--- config.mk ---
export PLATFORM = sky130hd
export DESIGN_NAME = serial_frame_deframer_queue
export DESIGN_NICKNAME = d
export VERILOG_FILES = /design/src/rtl/sfdq_pkg.sv /design/src/rtl/sfdq_ram.sv /design/src/rtl/sfdq_front.sv /design/src/rtl/sfdq_back.sv /design/src/rtl/sfdq_resq.sv /design/src/rtl/serial_frame_deframer_queue.sv
export VERILOG_INCLUDE_DIRS = /design/src /design/src/rtl
export SDC_FILE = /design/constraint.sdc
export NUM_CORES = 2
export LEC_CHECK = 0
export BUFFER_PORTS_ARGS = -buffer_cell sky130_fd_sc_hd__buf_2
export CAP_MARGIN = 15
export CORE_ASPECT_RATIO = 0.6
export CORE_MARGIN = 3
export CORE_UTILIZATION = 25
export DETAILED_ROUTE_END_ITERATION = 16
export GPL_ROUTABILITY_DRIVEN = 0
export HOLD_SLACK_MARGIN = 0.03
export PLACE_DENSITY = 0.37
export SYNTH_ARGS = -nofsm -noshare
export SYNTH_HDL_FRONTEND = slang
export SYNTH_SLANG_ARGS = --single-unit
--- constraint.sdc ---
create_clock -name clk -period 8.9 [get_ports clk]
set_input_delay 1.335 -clock clk [delete_from_list [all_inputs] [get_ports clk]]
set_output_delay 1.335 -clock clk [all_outputs]
set_load 0.02 [all_outputs]
--- src/rtl/serial_frame_deframer_queue_defines.svh ---
// ----------------------------------------------------------------------------
// Assertion macros for the serial frame deframer queue
// Shared property wrappers, clocked on clk and disabled while arst_n is low.
// ----------------------------------------------------------------------------
`ifndef SERIAL_FRAME_DEFRAMER_QUEUE_DEFINES_SVH
`define SERIAL_FRAME_DEFRAMER_QUEUE_DEFINES_SVH

// Same-cycle implication.
`define SFDQ_ASSERT_IMPL(lbl, ante, cons, msg) \
	lbl: assert property (@(posedge clk) disable iff (!arst_n) (ante) |-> (cons)) \
		else $error(msg);

// Next-cycle implication.
`define SFDQ_ASSERT_NEXT(lbl, ante, cons, msg) \
	lbl: assert property (@(posedge clk) disable iff (!arst_n) (ante) |=> (cons)) \
		else $error(msg);

`endif

--- src/rtl/sfdq_pkg.sv ---
// ----------------------------------------------------------------------------
// sfdq_pkg
// Types and fixed constants shared by the frame deframer queue modules.
// ----------------------------------------------------------------------------
package sfdq_pkg;

	// Configuration port geometry and register indexes.
	localparam int APB_AW = 4;
	localparam logic [1:0] REG_HEAD  = 2'd0;
	localparam logic [1:0] REG_TAIL0 = 2'd1;
	localparam logic [1:0] REG_TAIL1 = 2'd2;
	localparam logic [1:0] REG_TAIL2 = 2'd3;

	// Register reset values.
	localparam logic [7:0] HEAD_RST  = 8'hEE;
	localparam logic [7:0] TAIL0_RST = 8'hFF;
	localparam logic [7:0] TAIL1_RST = 8'hFC;
	localparam logic [7:0] TAIL2_RST = 8'hFF;

	// Queue depths and fixed field widths.
	localparam int CMDQ_DEPTH = 2;
	localparam int RESQ_DEPTH = 4;
	localparam int RESQ_CW    = $clog2(RESQ_DEPTH + 1);
	localparam int LEN_OUT_W  = 6;

	// Command classes produced by the front end.
	typedef enum logic [1:0] {
		OP_DATA,
		OP_HEAD,
		OP_POP
	} op_e;

	// Result kinds.
	typedef enum logic [1:0] {
		KIND_PAYLOAD   = 2'd0,
		KIND_EMPTY     = 2'd1,
		KIND_NOT_READY = 2'd2
	} kind_e;

	// Slot assembly phases.
	typedef enum logic [2:0] {
		PH_IDLE,
		PH_TAIL0,
		PH_TAIL1,
		PH_TAIL2,
		PH_DONE
	} phase_e;

	// Back-end sequencer states.
	typedef enum logic {
		BK_IDLE,
		BK_STREAM
	} bk_state_e;

	typedef struct packed {
		op_e        op;
		logic [7:0] data;
	} cmd_t;

	typedef struct packed {
		logic [7:0] first;
		logic [7:0] second;
		logic [7:0] third;
	} tail_cfg_t;

	typedef struct packed {
		kind_e                  kind;
		logic [7:0]             payload;
		logic                   last;
		logic [LEN_OUT_W-1:0]   frame_length;
		logic                   overwrite;
		logic                   overflow;
		logic [31:0]            not_ready;
		logic [31:0]            delivered;
	} res_t;

endpackage

--- src/rtl/sfdq_ram.sv ---
// ----------------------------------------------------------------------------
// sfdq_ram
// Generic single-write, single-read RAM with a registered read port.
// ----------------------------------------------------------------------------
module sfdq_ram #(
	parameter int WIDTH = 8,
	parameter int DEPTH = 128
) (
	input  logic                                  clk,
	input  logic                                  we,
	input  logic [(DEPTH > 1 ? $clog2(DEPTH) : 1)-1:0] waddr,
	input  logic [WIDTH-1:0]                      wdata,
	input  logic                                  re,
	input  logic [(DEPTH > 1 ? $clog2(DEPTH) : 1)-1:0] raddr,
	output logic [WIDTH-1:0]                      rdata
);

	logic [WIDTH-1:0] mem_q [DEPTH];

	// Write port.
	always_ff @(posedge clk) begin
		if (we) begin
			mem_q[waddr] <= wdata;
		end
	end

	// Registered read port.
	always_ff @(posedge clk) begin
		if (re) begin
			rdata <= mem_q[raddr];
		end
	end

endmodule

--- src/rtl/sfdq_front.sv ---
// ----------------------------------------------------------------------------
// sfdq_front
// Accepts input beats, classifies them and holds them in a short command queue.
// ----------------------------------------------------------------------------
module sfdq_front (
	input  logic              clk,
	input  logic              arst_n,
	input  logic              push,
	output logic              full,
	input  logic              mode,
	input  logic [7:0]        rx_byte,
	input  logic [7:0]        head_byte,
	output logic              cmd_valid,
	output sfdq_pkg::cmd_t    cmd,
	input  logic              cmd_take
);

	localparam int PW = $clog2(sfdq_pkg::CMDQ_DEPTH);
	localparam int CW = $clog2(sfdq_pkg::CMDQ_DEPTH + 1);

	sfdq_pkg::cmd_t ent_q [sfdq_pkg::CMDQ_DEPTH];
	logic [PW-1:0]  wptr_q;
	logic [PW-1:0]  rptr_q;
	logic [CW-1:0]  count_q;
	sfdq_pkg::cmd_t in_cmd;
	logic           acc;

	// Classify the incoming beat: pop request, head byte or other byte.
	always_comb begin
		in_cmd.data = rx_byte;
		if (mode) begin
			in_cmd.op = sfdq_pkg::OP_POP;
		end else if (rx_byte == head_byte) begin
			in_cmd.op = sfdq_pkg::OP_HEAD;
		end else begin
			in_cmd.op = sfdq_pkg::OP_DATA;
		end
	end

	assign full      = (count_q == CW'(sfdq_pkg::CMDQ_DEPTH));
	assign acc       = push && !full;
	assign cmd_valid = (count_q != '0);
	assign cmd       = ent_q[rptr_q];

	// Queue storage.
	always_ff @(posedge clk) begin
		if (acc) begin
			ent_q[wptr_q] <= in_cmd;
		end
	end

	// Queue pointers and fill count.
	always_ff @(posedge clk or negedge arst_n) begin
		if (!arst_n) begin
			wptr_q  <= '0;
			rptr_q  <= '0;
			count_q <= '0;
		end else begin
			if (acc) begin
				wptr_q <= wptr_q + PW'(1);
			end
			if (cmd_take) begin
				rptr_q <= rptr_q + PW'(1);
			end
			if (acc && !cmd_take) begin
				count_q <= count_q + CW'(1);
			end else if (!acc && cmd_take) begin
				count_q <= count_q - CW'(1);
			end
		end
	end

endmodule

--- src/rtl/sfdq_back.sv ---
// ----------------------------------------------------------------------------
// sfdq_back
// Executes commands: assembles frames into slots and streams popped frames.
// ----------------------------------------------------------------------------
`include "serial_frame_deframer_queue_defines.svh"

module sfdq_back #(
	parameter int FRAME_BYTES = 32,
	parameter int SLOT_COUNT  = 4
) (
	input  logic                           clk,
	input  logic                           arst_n,
	input  logic                           cmd_valid,
	input  sfdq_pkg::cmd_t                 cmd,
	output logic                           cmd_take,
	input  sfdq_pkg::tail_cfg_t            tails,
	input  logic [sfdq_pkg::RESQ_CW-1:0]   rq_count,
	output logic                           rq_push,
	output sfdq_pkg::res_t                 rq_data
);

	localparam int SW    = (SLOT_COUNT > 1) ? $clog2(SLOT_COUNT) : 1;
	localparam int LW    = $clog2(FRAME_BYTES + 1);
	localparam int DEPTH = SLOT_COUNT * FRAME_BYTES;
	localparam int AW    = (DEPTH > 1) ? $clog2(DEPTH) : 1;

	// Slot state.
	sfdq_pkg::phase_e phase_q [SLOT_COUNT];
	logic [LW-1:0]    len_q   [SLOT_COUNT];
	logic [SW-1:0]    wr_slot_q, wr_slot_d;
	logic [SW-1:0]    rd_slot_q, rd_slot_d;
	logic             ovw_q, ovw_d;
	logic             ovf_q, ovf_d;
	logic [31:0]      nrc_q, nrc_d;
	logic [31:0]      dlc_q, dlc_d;

	// Sequencer state.
	sfdq_pkg::bk_state_e state_q, state_d;
	logic [SW-1:0]       str_slot_q, str_slot_d;
	logic [LW-1:0]       str_idx_q, str_idx_d;
	logic [LW-1:0]       str_len_q, str_len_d;

	// Array access at the current slot.
	logic [SW-1:0]    cur_slot;
	sfdq_pkg::phase_e cur_ph;
	logic [LW-1:0]    cur_len;
	logic             ph_we;
	sfdq_pkg::phase_e ph_wd;
	logic             len_we;
	logic [LW-1:0]    len_wd;

	// Frame store ports.
	logic          ram_we;
	logic [AW-1:0] ram_waddr;
	logic          ram_re;
	logic [AW-1:0] ram_raddr;
	logic [7:0]    ram_rdata;

	// Result issue.
	logic            room;
	logic            issue;
	sfdq_pkg::kind_e kind_d;
	logic            last_d;
	logic [LW-1:0]   rlen_d;
	logic            from_ram_d;

	// Result stage aligned with the RAM read data.
	logic            valid_s1;
	sfdq_pkg::kind_e kind_s1;
	logic            last_s1;
	logic [LW-1:0]   len_s1;
	logic            from_ram_s1;
	logic            ovw_s1;
	logic            ovf_s1;
	logic [31:0]     nrc_s1;
	logic [31:0]     dlc_s1;

	// Next slot round the ring.
	function automatic logic [SW-1:0] next_slot(input logic [SW-1:0] s);
		logic [SW-1:0] n;
		if (s == SW'(SLOT_COUNT - 1)) begin
			n = '0;
		end else begin
			n = s + SW'(1);
		end
		return n;
	endfunction

	// Byte address of an entry within a slot.
	function automatic logic [AW-1:0] slot_addr(input logic [SW-1:0] s,
		input logic [LW-1:0] idx);
		logic [AW:0] a;
		a = (AW + 1)'(s) * (AW + 1)'(FRAME_BYTES) + (AW + 1)'(idx);
		return a[AW-1:0];
	endfunction

	assign cur_slot = (cmd.op == sfdq_pkg::OP_POP) ? rd_slot_q : wr_slot_q;
	assign cur_ph   = phase_q[cur_slot];
	assign cur_len  = len_q[cur_slot];
	assign room     = ({1'b0, rq_count} + {{sfdq_pkg::RESQ_CW{1'b0}}, valid_s1})
		< (sfdq_pkg::RESQ_CW + 1)'(sfdq_pkg::RESQ_DEPTH);
	assign ram_waddr = slot_addr(wr_slot_q, cur_len);

	// Command execution and streaming sequencer.
	always_comb begin
		state_d    = state_q;
		str_slot_d = str_slot_q;
		str_idx_d  = str_idx_q;
		str_len_d  = str_len_q;
		wr_slot_d  = wr_slot_q;
		rd_slot_d  = rd_slot_q;
		ovw_d      = ovw_q;
		ovf_d      = ovf_q;
		nrc_d      = nrc_q;
		dlc_d      = dlc_q;
		cmd_take   = 1'b0;
		ph_we      = 1'b0;
		ph_wd      = sfdq_pkg::PH_IDLE;
		len_we     = 1'b0;
		len_wd     = '0;
		ram_we     = 1'b0;
		ram_re     = 1'b0;
		ram_raddr  = slot_addr(str_slot_q, str_idx_q);
		issue      = 1'b0;
		kind_d     = sfdq_pkg::KIND_PAYLOAD;
		last_d     = 1'b0;
		rlen_d     = '0;
		from_ram_d = 1'b0;
		unique case (state_q)
			sfdq_pkg::BK_IDLE: begin
				if (cmd_valid) begin
					unique case (cmd.op)
						sfdq_pkg::OP_HEAD: begin
							// A head restarts the write slot.
							cmd_take = 1'b1;
							if (cur_ph == sfdq_pkg::PH_DONE) begin
								ovw_d = 1'b1;
							end
							ph_we  = 1'b1;
							ph_wd  = sfdq_pkg::PH_TAIL0;
							len_we = 1'b1;
							len_wd = '0;
						end
						sfdq_pkg::OP_DATA: begin
							cmd_take = 1'b1;
							if (cur_ph == sfdq_pkg::PH_TAIL0) begin
								if (cmd.data == tails.first) begin
									ph_we = 1'b1;
									ph_wd = sfdq_pkg::PH_TAIL1;
								end else if (cur_len < LW'(FRAME_BYTES)) begin
									ram_we = 1'b1;
									len_we = 1'b1;
									len_wd = cur_len + LW'(1);
								end else begin
									ovf_d = 1'b1;
								end
							end else if (cur_ph == sfdq_pkg::PH_TAIL1 &&
								cmd.data == tails.second) begin
								ph_we = 1'b1;
								ph_wd = sfdq_pkg::PH_TAIL2;
							end else if (cur_ph == sfdq_pkg::PH_TAIL2 &&
								cmd.data == tails.third) begin
								ph_we     = 1'b1;
								ph_wd     = sfdq_pkg::PH_DONE;
								wr_slot_d = next_slot(wr_slot_q);
							end
						end
						sfdq_pkg::OP_POP: begin
							if (room) begin
								cmd_take = 1'b1;
								issue    = 1'b1;
								if (cur_ph != sfdq_pkg::PH_DONE) begin
									nrc_d  = nrc_q + 32'd1;
									kind_d = sfdq_pkg::KIND_NOT_READY;
									last_d = 1'b1;
								end else begin
									ph_we     = 1'b1;
									ph_wd     = sfdq_pkg::PH_IDLE;
									dlc_d     = dlc_q + 32'd1;
									rd_slot_d = next_slot(rd_slot_q);
									if (cur_len == '0) begin
										kind_d = sfdq_pkg::KIND_EMPTY;
										last_d = 1'b1;
									end else begin
										// Issue the first payload byte at once.
										ram_re     = 1'b1;
										ram_raddr  = slot_addr(cur_slot, '0);
										from_ram_d = 1'b1;
										rlen_d     = cur_len;
										last_d     = (cur_len == LW'(1));
										if (cur_len != LW'(1)) begin
											state_d    = sfdq_pkg::BK_STREAM;
											str_slot_d = cur_slot;
											str_idx_d  = LW'(1);
											str_len_d  = cur_len;
										end
									end
								end
							end
						end
						default: begin
						end
					endcase
				end
			end
			sfdq_pkg::BK_STREAM: begin
				// One payload byte per cycle while the result queue has room.
				if (room) begin
					issue      = 1'b1;
					ram_re     = 1'b1;
					from_ram_d = 1'b1;
					rlen_d     = str_len_q;
					last_d     = ((str_idx_q + LW'(1)) == str_len_q);
					str_idx_d  = str_idx_q + LW'(1);
					if (last_d) begin
						state_d = sfdq_pkg::BK_IDLE;
					end
				end
			end
			default: begin
				state_d = sfdq_pkg::BK_IDLE;
			end
		endcase
	end

	// Control registers.
	always_ff @(posedge clk or negedge arst_n) begin
		if (!arst_n) begin
			for (int i = 0; i < SLOT_COUNT; i++) begin
				phase_q[i] <= sfdq_pkg::PH_IDLE;
				len_q[i]   <= '0;
			end
			wr_slot_q  <= '0;
			rd_slot_q  <= '0;
			ovw_q      <= 1'b0;
			ovf_q      <= 1'b0;
			nrc_q      <= '0;
			dlc_q      <= '0;
			state_q    <= sfdq_pkg::BK_IDLE;
			str_slot_q <= '0;
			str_idx_q  <= '0;
			str_len_q  <= '0;
			valid_s1   <= 1'b0;
		end else begin
			if (ph_we) begin
				phase_q[cur_slot] <= ph_wd;
			end
			if (len_we) begin
				len_q[cur_slot] <= len_wd;
			end
			wr_slot_q  <= wr_slot_d;
			rd_slot_q  <= rd_slot_d;
			ovw_q      <= ovw_d;
			ovf_q      <= ovf_d;
			nrc_q      <= nrc_d;
			dlc_q      <= dlc_d;
			state_q    <= state_d;
			str_slot_q <= str_slot_d;
			str_idx_q  <= str_idx_d;
			str_len_q  <= str_len_d;
			valid_s1   <= issue;
		end
	end

	// Result stage payload.
	always_ff @(posedge clk) begin
		if (issue) begin
			kind_s1     <= kind_d;
			last_s1     <= last_d;
			len_s1      <= rlen_d;
			from_ram_s1 <= from_ram_d;
			ovw_s1      <= ovw_d;
			ovf_s1      <= ovf_d;
			nrc_s1      <= nrc_d;
			dlc_s1      <= dlc_d;
		end
	end

	sfdq_ram #(
		.WIDTH(8),
		.DEPTH(DEPTH)
	) u_store (
		.clk   (clk),
		.we    (ram_we),
		.waddr (ram_waddr),
		.wdata (cmd.data),
		.re    (ram_re),
		.raddr (ram_raddr),
		.rdata (ram_rdata)
	);

	// Assemble the result beat.
	always_comb begin
		rq_data.kind         = kind_s1;
		rq_data.payload      = from_ram_s1 ? ram_rdata : 8'h00;
		rq_data.last         = last_s1;
		rq_data.frame_length = sfdq_pkg::LEN_OUT_W'(len_s1);
		rq_data.overwrite    = ovw_s1;
		rq_data.overflow     = ovf_s1;
		rq_data.not_ready    = nrc_s1;
		rq_data.delivered    = dlc_s1;
	end
	assign rq_push = valid_s1;

	// A result beat always finds a free entry in the result queue.
	`SFDQ_ASSERT_IMPL(a_push_room, valid_s1, rq_count < sfdq_pkg::RESQ_CW'(sfdq_pkg::RESQ_DEPTH), "result pushed into a full queue")
	// The stream index never runs past the frame length.
	`SFDQ_ASSERT_IMPL(a_idx_range, state_q == sfdq_pkg::BK_STREAM, str_idx_q < str_len_q, "stream index beyond frame length")
	// Empty and not-ready results are single beats.
	`SFDQ_ASSERT_IMPL(a_single_beat, valid_s1 && kind_s1 != sfdq_pkg::KIND_PAYLOAD, last_s1 && !from_ram_s1, "status result not marked last")
	// A final payload read returns the sequencer to idle.
	`SFDQ_ASSERT_NEXT(a_last_idle, issue && last_d, state_q == sfdq_pkg::BK_IDLE, "sequencer did not return to idle")

endmodule

--- src/rtl/sfdq_resq.sv ---
// ----------------------------------------------------------------------------
// sfdq_resq
// Result queue presenting finished result beats to the consumer.
// ----------------------------------------------------------------------------
module sfdq_resq (
	input  logic                          clk,
	input  logic                          arst_n,
	input  logic                          in_push,
	input  sfdq_pkg::res_t                in_data,
	output logic [sfdq_pkg::RESQ_CW-1:0]  count,
	output logic                          empty,
	input  logic                          pop,
	output sfdq_pkg::res_t                head
);

	localparam int PW = $clog2(sfdq_pkg::RESQ_DEPTH);
	localparam int CW = sfdq_pkg::RESQ_CW;

	sfdq_pkg::res_t ent_q [sfdq_pkg::RESQ_DEPTH];
	logic [PW-1:0]  wptr_q;
	logic [PW-1:0]  rptr_q;
	logic [CW-1:0]  count_q;
	logic           deq;

	assign empty = (count_q == '0);
	assign deq   = pop && !empty;
	assign count = count_q;
	assign head  = ent_q[rptr_q];

	// Entry storage.
	always_ff @(posedge clk) begin
		if (in_push) begin
			ent_q[wptr_q] <= in_data;
		end
	end

	// Pointers and fill count.
	always_ff @(posedge clk or negedge arst_n) begin
		if (!arst_n) begin
			wptr_q  <= '0;
			rptr_q  <= '0;
			count_q <= '0;
		end else begin
			if (in_push) begin
				wptr_q <= wptr_q + PW'(1);
			end
			if (deq) begin
				rptr_q <= rptr_q + PW'(1);
			end
			if (in_push && !deq) begin
				count_q <= count_q + CW'(1);
			end else if (!in_push && deq) begin
				count_q <= count_q - CW'(1);
			end
		end
	end

endmodule

--- src/rtl/serial_frame_deframer_queue.sv ---
// ----------------------------------------------------------------------------
// serial_frame_deframer_queue
// Deframes head/payload/tail byte streams into a ring of slots and pops frames.
// ----------------------------------------------------------------------------
//  Channel   Handshake              Beat contents
//  input     push / full            mode, rx_byte
//  result    empty / pop            kind, payload_byte, last, frame_length,
//                                   overwrite_warning, overflow_warning,
//                                   not_ready_count, delivered_count
//  config    psel/penable/pwrite    paddr, pwdata, prdata, pready
//
//  The back-end sequencer takes a received byte only while it is not streaming.
//  A pop yields one result beat per cycle while the result queue has room
//  (payload length, at least one); the frame store's single read port sets this rate.
//  A result is registered in the result stage and then in the result queue.
//  Reset is immediate; the frame store needs no clearing pass.
//  Either side may stall; the command and result queues decouple them.
// ----------------------------------------------------------------------------
module serial_frame_deframer_queue #(
	parameter int FRAME_BYTES = 32,
	parameter int SLOT_COUNT  = 4
) (
	input  logic                          clk,
	input  logic                          arst_n,
	// Input queue side
	input  logic                          push,
	output logic                          full,
	input  logic                          mode,
	input  logic [7:0]                    rx_byte,
	// Result queue side
	output logic                          empty,
	input  logic                          pop,
	output logic [1:0]                    kind,
	output logic [7:0]                    payload_byte,
	output logic                          last,
	output logic [sfdq_pkg::LEN_OUT_W-1:0] frame_length,
	output logic                          overwrite_warning,
	output logic                          overflow_warning,
	output logic [31:0]                   not_ready_count,
	output logic [31:0]                   delivered_count,
	// Configuration port
	input  logic                          psel,
	input  logic                          penable,
	input  logic                          pwrite,
	input  logic [sfdq_pkg::APB_AW-1:0]   paddr,
	input  logic [31:0]                   pwdata,
	output logic [31:0]                   prdata,
	output logic                          pready
);

	logic [7:0]                   head_q;
	logic [7:0]                   tail0_q;
	logic [7:0]                   tail1_q;
	logic [7:0]                   tail2_q;
	logic                         cfg_wr;
	logic                         cmd_valid;
	sfdq_pkg::cmd_t               cmd;
	logic                         cmd_take;
	sfdq_pkg::tail_cfg_t          tails;
	logic [sfdq_pkg::RESQ_CW-1:0] rq_count;
	logic                         rq_push;
	sfdq_pkg::res_t               rq_data;
	sfdq_pkg::res_t               rq_head;

	// Configuration registers.
	assign pready = 1'b1;
	assign cfg_wr = psel && penable && pwrite && pready;

	always_ff @(posedge clk or negedge arst_n) begin
		if (!arst_n) begin
			head_q  <= sfdq_pkg::HEAD_RST;
			tail0_q <= sfdq_pkg::TAIL0_RST;
			tail1_q <= sfdq_pkg::TAIL1_RST;
			tail2_q <= sfdq_pkg::TAIL2_RST;
		end else if (cfg_wr) begin
			unique case (paddr[3:2])
				sfdq_pkg::REG_HEAD:  head_q  <= pwdata[7:0];
				sfdq_pkg::REG_TAIL0: tail0_q <= pwdata[7:0];
				sfdq_pkg::REG_TAIL1: tail1_q <= pwdata[7:0];
				sfdq_pkg::REG_TAIL2: tail2_q <= pwdata[7:0];
				default: begin
				end
			endcase
		end
	end

	// Register read-back.
	always_comb begin
		unique case (paddr[3:2])
			sfdq_pkg::REG_HEAD:  prdata = {24'h0, head_q};
			sfdq_pkg::REG_TAIL0: prdata = {24'h0, tail0_q};
			sfdq_pkg::REG_TAIL1: prdata = {24'h0, tail1_q};
			sfdq_pkg::REG_TAIL2: prdata = {24'h0, tail2_q};
			default:             prdata = 32'h0;
		endcase
	end

	assign tails.first  = tail0_q;
	assign tails.second = tail1_q;
	assign tails.third  = tail2_q;

	sfdq_front u_front (
		.clk       (clk),
		.arst_n    (arst_n),
		.push      (push),
		.full      (full),
		.mode      (mode),
		.rx_byte   (rx_byte),
		.head_byte (head_q),
		.cmd_valid (cmd_valid),
		.cmd       (cmd),
		.cmd_take  (cmd_take)
	);

	sfdq_back #(
		.FRAME_BYTES (FRAME_BYTES),
		.SLOT_COUNT  (SLOT_COUNT)
	) u_back (
		.clk       (clk),
		.arst_n    (arst_n),
		.cmd_valid (cmd_valid),
		.cmd       (cmd),
		.cmd_take  (cmd_take),
		.tails     (tails),
		.rq_count  (rq_count),
		.rq_push   (rq_push),
		.rq_data   (rq_data)
	);

	sfdq_resq u_resq (
		.clk     (clk),
		.arst_n  (arst_n),
		.in_push (rq_push),
		.in_data (rq_data),
		.count   (rq_count),
		.empty   (empty),
		.pop     (pop),
		.head    (rq_head)
	);

	// Unpack the oldest result beat onto the ports.
	assign kind              = rq_head.kind;
	assign payload_byte      = rq_head.payload;
	assign last              = rq_head.last;
	assign frame_length      = rq_head.frame_length;
	assign overwrite_warning = rq_head.overwrite;
	assign overflow_warning  = rq_head.overflow;
	assign not_ready_count   = rq_head.not_ready;
	assign delivered_count   = rq_head.delivered;

endmodule

## Yosys cells after proc, flatten, opt, wreduce, memory -nomap -nowiden

Memories as Yosys holds them, arrays and structs flattened. A register that Yosys moved wholly into a read port is not among the register bits.
Cells that the tools add are included.

| word-level totals | value |
|---|---|
| register bits after elaboration | 241 |
| bits in writable memories | 1376 |
| input bits | 52 |
| output and inout port bits | 118 |
| word-level logic and storage cells | 265 |
| memories | 3 |

| operators by class | value |
|---|---|
| add/sub/neg operators | 17 |
| magnitude comparators | 4 |
| eq/ne operators | 27 |
| muxes and demuxes | 132 |
| bitwise operators | 9 |
| reductions and logical operators | 35 |

Memory list:

| memory | depth | bits a word | rd ports | clocked after memory_dff | write ports | line | text |
|---|---|---|---|---|---|---|---|
| u_back.u_store.mem_q | 128 | 8 | 1 | 1 | 1 | sfdq_ram.sv:18 | `logic [WIDTH-1:0] mem_q [DEPTH];` |
| u_resq.ent_q | 4 | 83 | 1 | 0 | 1 | sfdq_resq.sv:19 | `sfdq_pkg::res_t ent_q [sfdq_pkg::RESQ_DEPTH];` |
| u_front.ent_q | 2 | 10 | 1 | 0 | 1 | sfdq_front.sv:21 | `sfdq_pkg::cmd_t ent_q [sfdq_pkg::CMDQ_DEPTH];` |

Operator list:

| kind | number |
|---|---|
| 2-to-1 mux 32 bit | 10 |
| 2-to-1 mux 6 bit | 22 |
| case mux 32 bit (4 select lines) | 1 |
| adder 32 x 1 -> 32 bit, second input constant | 2 |
| 2-to-1 mux 1 bit | 58 |
| 2-to-1 mux 7 bit | 6 |
| == test 8 bit | 4 |
| 2-to-1 mux 3 bit | 10 |
| bitwise mux 24 bit | 1 |
| case mux 6 bit (2 select lines) | 2 |
| 2-to-1 mux 2 bit | 8 |
| adder 7 x 6 -> 7 bit | 2 |
| AND reduction 7 bit | 2 |
| adder 6 x 1 -> 6 bit, second input constant | 2 |
| binary-select mux 6 bit (select 2 bit) | 1 |
| bitwise mux 12 bit | 1 |
| demux 6 bit (select 2 bit) | 1 |
| == test 2 bit, second input constant | 6 |
| case mux 1 bit (2 select lines) | 6 |
| logical AND 1 bit | 11 |
| adder 2 x 1 -> 2 bit, second input constant | 5 |
| 2-to-1 mux 8 bit | 1 |
| != test 2 bit, second input constant | 4 |
| inverter 1 bit | 8 |
| other kinds (34) | 50 |

## Longest topological paths before layout

An unclocked memory read counts as a cell.

| logic depth | value |
|---|---|
| depth after elaboration | 16 |
| depth in mapped cells | 23 |
| depth with buffers taken out | 17 |

## Modules after synthesis

From an unflattened synthesis, not the netlist that was laid out.

| unflattened totals | value |
|---|---|
| cells, all modules | 2936 |
| area total of the unflattened synthesis | 63604.8 um^2 |

Modules (own cells, without submodules):

| module | instances | cells an instance | area an instance (um^2) |
|---|---|---|---|
| sfdq_ram | 1 | 1632 | 39715.6 |
| sfdq_resq | 1 | 468 | 12424.4 |
| sfdq_back | 1 | 668 | 8737.1 |
| serial_frame_deframer_queue | 1 | 107 | 1660.3 |
| sfdq_front | 1 | 61 | 1067.3 |

## Worst setup path after synthesis

Ideal clock, no wire load.

| timing path | value |
|---|---|
| path type | register -> register |
| start | register u_front.rptr_q |
| end | register u_back.str_idx_q[5] |
| arrival time | 8.482 ns |
| required time | 8.761 ns |
| path slack | 0.279 ns |
| stages on the path, launching flop included | 9 |
| cell sequence | dfrtp_1 > or3b_1 > buf_2 > nand2_1 > nand2_1 > o21ai_0 > o21ai_0 > o21ai_0 > o31ai_1 |

| between the ends | value |
|---|---|
| longest elaborated chain between the ends | 10 |

RTL lines:

| what | line | text |
|---|---|---|
| start, declared | sfdq_front.sv:23 | `logic [PW-1:0] rptr_q;` |
| start signal, assigned | sfdq_front.sv:63 | `rptr_q <= rptr_q + PW'(1);` |
| memory (2 x 10 bit) (*) | n/a |  |
| == test 2 bit (*) | sfdq_back.sv:97, sfdq_back.sv:132 |  |
| 2-to-1 mux 2 bit | sfdq_back.sv:97 | `assign cur_slot = (cmd.op == sfdq_pkg::OP_POP) ? rd_slot_q : wr_slot_q;` |
| inverter 2 -> 3 bit (not written as such) | sfdq_back.sv:98, sfdq_back.sv:99 |  |
| binary-select mux 6 bit (select 2 bit) / binary-select mux 3 bit (select 2 bit) (equally long branches) | sfdq_back.sv:99, sfdq_back.sv:98 |  |
| 2-to-1 mux 6 bit (not written as such) / 2-to-1 mux 3 bit (equally long branches) (2 in a row) | sfdq_back.sv:99, sfdq_back.sv:98 |  |
| != test 6 x 1 -> 1 bit (tied with other cells) | sfdq_back.sv:191 | `if (cur_len != LW'(1)) begin` |
| != test 2 x 1 -> 1 bit (no line) / != test 2 bit (equally long branches) | n/a |  |
| AND reduction 7 bit (no line) (*) | n/a |  |
| end signal, assigned | sfdq_back.sv:259 | `str_idx_q <= str_idx_d;` |
| end, declared | sfdq_back.sv:40 | `logic [LW-1:0] str_idx_q, str_idx_d;` |

Mark *: on every way between the ends. The rest lies on a longest branch, timed or not. The select of a mux whose other input is x is not followed.
A chain may end at the register's enable or synchronous reset.

## Worst setup path in the final report

| timing path | value |
|---|---|
| start | register u_front.rptr_q |
| end | register u_back.u_store.rdata[3], read port of u_back.u_store.mem_q, data pin |

| between the ends | value |
|---|---|
| longest elaborated chain between the ends | 14 |

RTL lines:

| what | line | text |
|---|---|---|
| memory (2 x 10 bit) (*) | n/a |  |
| == test 2 bit (*) | sfdq_back.sv:97 |  |
| 2-to-1 mux 2 bit (*) | sfdq_back.sv:97 |  |
| inverter 2 -> 3 bit (not written as such) (*) | sfdq_back.sv:99 | `assign cur_len = len_q[cur_slot];` |
| binary-select mux 6 bit (select 2 bit) (*) | sfdq_back.sv:99 |  |
| 2-to-1 mux 6 bit (not written as such) (*) (2 in a row) | sfdq_back.sv:99 |  |
| net u_back.cur_len[1] | sfdq_back.sv:46 | `logic [LW-1:0] cur_len;` |
| zero test 6 bit (*) | sfdq_back.sv:181 | `if (cur_len == '0) begin` |
| 2-to-1 mux 1 bit / 2-to-1 mux 7 bit (equally long branches) | sfdq_back.sv:181 |  |
| 2-to-1 mux 1 bit / 2-to-1 mux 7 bit (equally long branches) | sfdq_back.sv:172 | `if (cur_ph != sfdq_pkg::PH_DONE) begin` |
| 2-to-1 mux 1 bit / 2-to-1 mux 7 bit (equally long branches) | sfdq_back.sv:169 | `if (room) begin` |
| 2-to-1 mux 1 bit / 2-to-1 mux 7 bit (equally long branches) | sfdq_back.sv:132 | `unique case (cmd.op)` |
| 2-to-1 mux 1 bit / 2-to-1 mux 7 bit (equally long branches) | sfdq_back.sv:131 | `if (cmd_valid) begin` |
| case mux 1 bit (2 select lines) / 2-to-1 mux 7 bit (equally long branches) | sfdq_back.sv:129 | `unique case (state_q)` |
| end, declared | sfdq_ram.sv:15 | `output logic [WIDTH-1:0] rdata` |

The timed path passes the listed nets; every way through them passes the cells marked *. The select of a mux whose other input is x is not followed.

==> summary.md <==
| Metric | Value |
|---|---|
| Yosys reg bits | 1625 |
| CTS clk-pin slew, worst paths | 0.07 ns |
| Detailed-placement wirelength estimate | 138000 um |
| Fin. Hold Viols | 0 |
| IO Count | 170 |
| Critical Path AT | 8.38 ns |
| Worst Setup Path Type | reg2reg |
| Number of global-route vias before repair | 35000 |
| Hold-fix buffers at CTS | 0 |
| CP Capture Type | register |
| Clock tree sinks | 1625 |
| Sequential fraction of the synthesis area | 74.4% |
| Setup TNS | 0 ns |
| Final core occ | 29.5% |
| Final Skew | 0.0538 ns |
| CTS tree | yes |
| P per Cell Area | 264 nW/um^2 |
| Largest delay share family, worst path | simple AND/OR/NAND/NOR gates |
| Proportion of layout cells with a drive suffix above 1 | 21.4% |
| Peak supply drop | 0.198 mV |
| WP data required | 9.56 ns |
| Die area | 264000 um^2 |
| CP bufs+invs | 3 |
| Placement Cell Area | 69600 um^2 |
| Reg2Reg Depth | 18 |
| Static leakage | 24.0 nW |
| Vias post-DR | 35800 |
| Cell internal pwr | 0.0144 W |
| Hold Path Sink | u_back.ovf_q$_DFF_PN0_ |
| Die Span Y | 399 um |
| Post-Synthesis Cell Area | 64500 um^2 |
| Die X | 662 um |
| Worst reg2reg startpoint | u_front.rptr_q$_DFFE_PN0P_ |
| Number of port buffers | 118 |
| CP Max Fanout | 26 |
| Largest area contributor in the netlist | edfxtp_1 |
| Post-synthesis area per instance | 17.3 um^2 |
| Slowest stage delay, CP | 0.85 ns |
| Routed Antenna Nets | 0 |
| Worst slew pin tran | 1.19 ns |
| Gates resized, CTS repair | 0 |
| Switching Share | 27.3% |
| Drt wl/cell | 28.5 um |
| Number of buffers on the longest clock path | 4 |
| Fmax | 130 MHz |
| Synthesized instance count | 3735 |
| Logic pwr share | 14.6% |
| Most frequent cell after synthesis | edfxtp_1 |
| Startpoint Class | register |
| Vias per cell | 4.78 |
| Critical path, cell by cell | nand3b_1 > a21bo_2 > nand2_2 > nand2_1 > and3_1 > a31oi_1 > inv_1 > ha_1 > o21ai_0 > a21o_1 > and3_1 > nand2_2 > nand2_1 > buf_4 > buf_4 > o311ai_1 > a31oi_1 > o22a_1 |
| Largest net degree at the start of global routing | 92 |
| Placeable Area | 255000 um^2 |
| Final Net Count | 4027 |
| Sequential share of power | 48.5% |
| Final Max Slew Viols | 0 |
| DRT iter0 DRCs | 4286 |
| Max Cap Violations | 0 |
| Initial Util | 25.3% |
| Post-synth top cells | edfxtp_1 (1460), nor2_1 (271), nand2_1 (206), mux4_2 (196), dfrtp_1 (137) |
| Final setup fails | 0 |
| Site Rows | 143 |
| Crit path time final | 7.71 ns |
| Htree depth | 4 |
| Synth Warn # | 0 |
| GRT Total Usage | 16.0% |
| Switching Power | 0.00541 W |
| Min-delay src | u_back.ovf_q$_DFF_PN0_ |
| Total CTS buffers | 166 |
| Post-synth top area share | 68.0% |
| Final Cycle Share | 86.7% |
| Drt pass-1 iters | 6 |
| Drc violations | 0 |
| Synth area leaders | edfxtp_1 (68%), mux4_2 (6.8%), dfrtp_1 (5.3%) |
| Clk_lat worst skew | 0.83 ns |
| Worst slew margin relative to its limit | 20.2% |
| Total gr overflow | 0 |
| Initial antenna violation count | 14 |
| Unrepaired setup endpoints after global routing | false |
| Reg2Reg Setup Slack | 1.19 ns |
| Global-route wire length before repair | 296000 um |
| Root Driver | clkbuf_16 |
| Hold Crit Depth | 1 |
| Clock share of power | 36.9% |
| CP max stage cell | and3_1 |
| Status | completed |
| Number of synthesized flops with an enable pin | 1460 |
| Post-route cell area | 75100 um^2 |
| Post-CTS setup buffers | 0 |
| Cell variety after synth | 100 |
| Syn-to-layout area delta | 16.5% |
| Routed WL | 214000 um |
| Hold Path Class | reg2reg |
| Reg-to-Reg End | u_back.u_store.rdata[3]$_DFFE_PP_ |
| Top FF cell, synth | edfxtp_1 |
| Async S/R FF share, synth | 10.2% |
[per-stage QoR]
stage / hold WS (ns) / power (W) / worst slack, ns / instances
floorplan: 0.419 / 0.0114 / 0.279 / 3758
global placement: 0.442 / 0.0127 / 1.31 / 7196
detailed placement: 0.441 / 0.0128 / 1.37 / 7197
CTS: 0.456 / 0.0201 / 1.35 / 7493
global route: 0.475 / 0.0206 / 0.903 / 7493
finish: 0.455 / 0.0198 / 1.19 / 7495
[power by group through the flow]
stage / sequential [W] / combinational, W / clock, W
global route: 0.00965 / 0.00310 / 0.00783
detailed placement: 0.00977 / 0.00298 / 0
floorplan: 0.00969 / 0.00167 / 0
finish: 0.00960 / 0.00288 / 0.00731
CTS: 0.00961 / 0.00298 / 0.00752
global placement: 0.00977 / 0.00297 / 0
[worst max path at each step]
stage	startpoint	to	slack, ns	cells after the start
after floorplan	u_front.rptr_q$_DFFE_PN0P_	u_back.str_idx_q[5]$_DFFE_PN0P_	0.28	8
after global placement	u_front.rptr_q$_DFFE_PN0P_	u_back.u_store.rdata[5]$_DFFE_PP_	1.31	18
after detailed placement	u_front.rptr_q$_DFFE_PN0P_	u_back.u_store.rdata[4]$_DFFE_PP_	1.37	17
after CTS	u_front.rptr_q$_DFFE_PN0P_	u_back.u_store.rdata[4]$_DFFE_PP_	1.35	17
after global routing	u_front.rptr_q$_DFFE_PN0P_	u_back.u_store.rdata[5]$_DFFE_PP_	0.90	17
final	u_front.rptr_q$_DFFE_PN0P_	u_back.u_store.rdata[3]$_DFFE_PP_	1.19	18
[cell type report]
class / count / area, um^2
fill: 25300 / 180000
sequential: 1625 / 48000
multi-input combinational: 1906 / 15700
clock buffer: 211 / 4530
tap: 3407 / 4260
timing repair buffer: 230 / 1500
clock inverter: 85 / 1000
inverter: 29 / 129
antenna: 2 / 5.00
[registers in the layout (all words and copies together) (netlist names), 12 cells and up]
register / flops
u_front.ent_q: 20
u_back.u_store.mem_q: 1024
u_back.dlc_s1: 32
u_back.phase_q: 12
u_back.dlc_q: 32
u_back.nrc_s1: 32
u_back.nrc_q: 32
u_back.len_q: 24
u_resq.ent_q: 332
[placed cells by master, fill, tap and decap left out, types with 24 or more instances in the layout]
master / instances
a211oi_1: 37
a21oi_1: 126
and3_1: 38
buf_2: 117
buf_4: 107
clkbuf_1: 29
clkbuf_16: 170
clkinv_2: 32
conb_1: 25
dfrtp_1: 132
dfstp_2: 28
edfxtp_1: 1460
mux2_1: 35
mux2_2: 91
mux2i_1: 121
mux4_2: 196
nand2_1: 200
nand3_1: 70
nor2_1: 267
nor3_1: 44
o21ai_0: 111
o22ai_1: 48
xnor2_1: 96
xor2_1: 24
[kinds of logic after synthesis]
group	synth area share, %
flip-flops	74.4
other	0.0116
AND/OR/NAND/NOR	5.57
adder cells (fa/ha/maj)	0.342
AO/OA/AOI/OAI	5.49
buffers and inverters	1.58
multiplexers	10.9
XOR/XNOR	1.63
[worst register-to-register path: cells and delay by family (launching register included)]
family / cells / cell delay (ns)
simple gates: 7 / 3.60
compound gates: 7 / 2.29
flops: 1 / 0.81
buf+inv: 3 / 0.61
fa+ha+maj: 1 / 0.25
[layer usage]
metal | track usage (%) | wire length (um) | up-vias
met5 | 0 | 0 | -
met4 | 2.67 | 3150 | 0
met3 | 3.55 | 15600 | 216
met2 | 20.3 | 80900 | 1154
met1 | 26.8 | 114000 | 19300
li1 | - | - | 15200
Power figures use the tool's default switching activity.
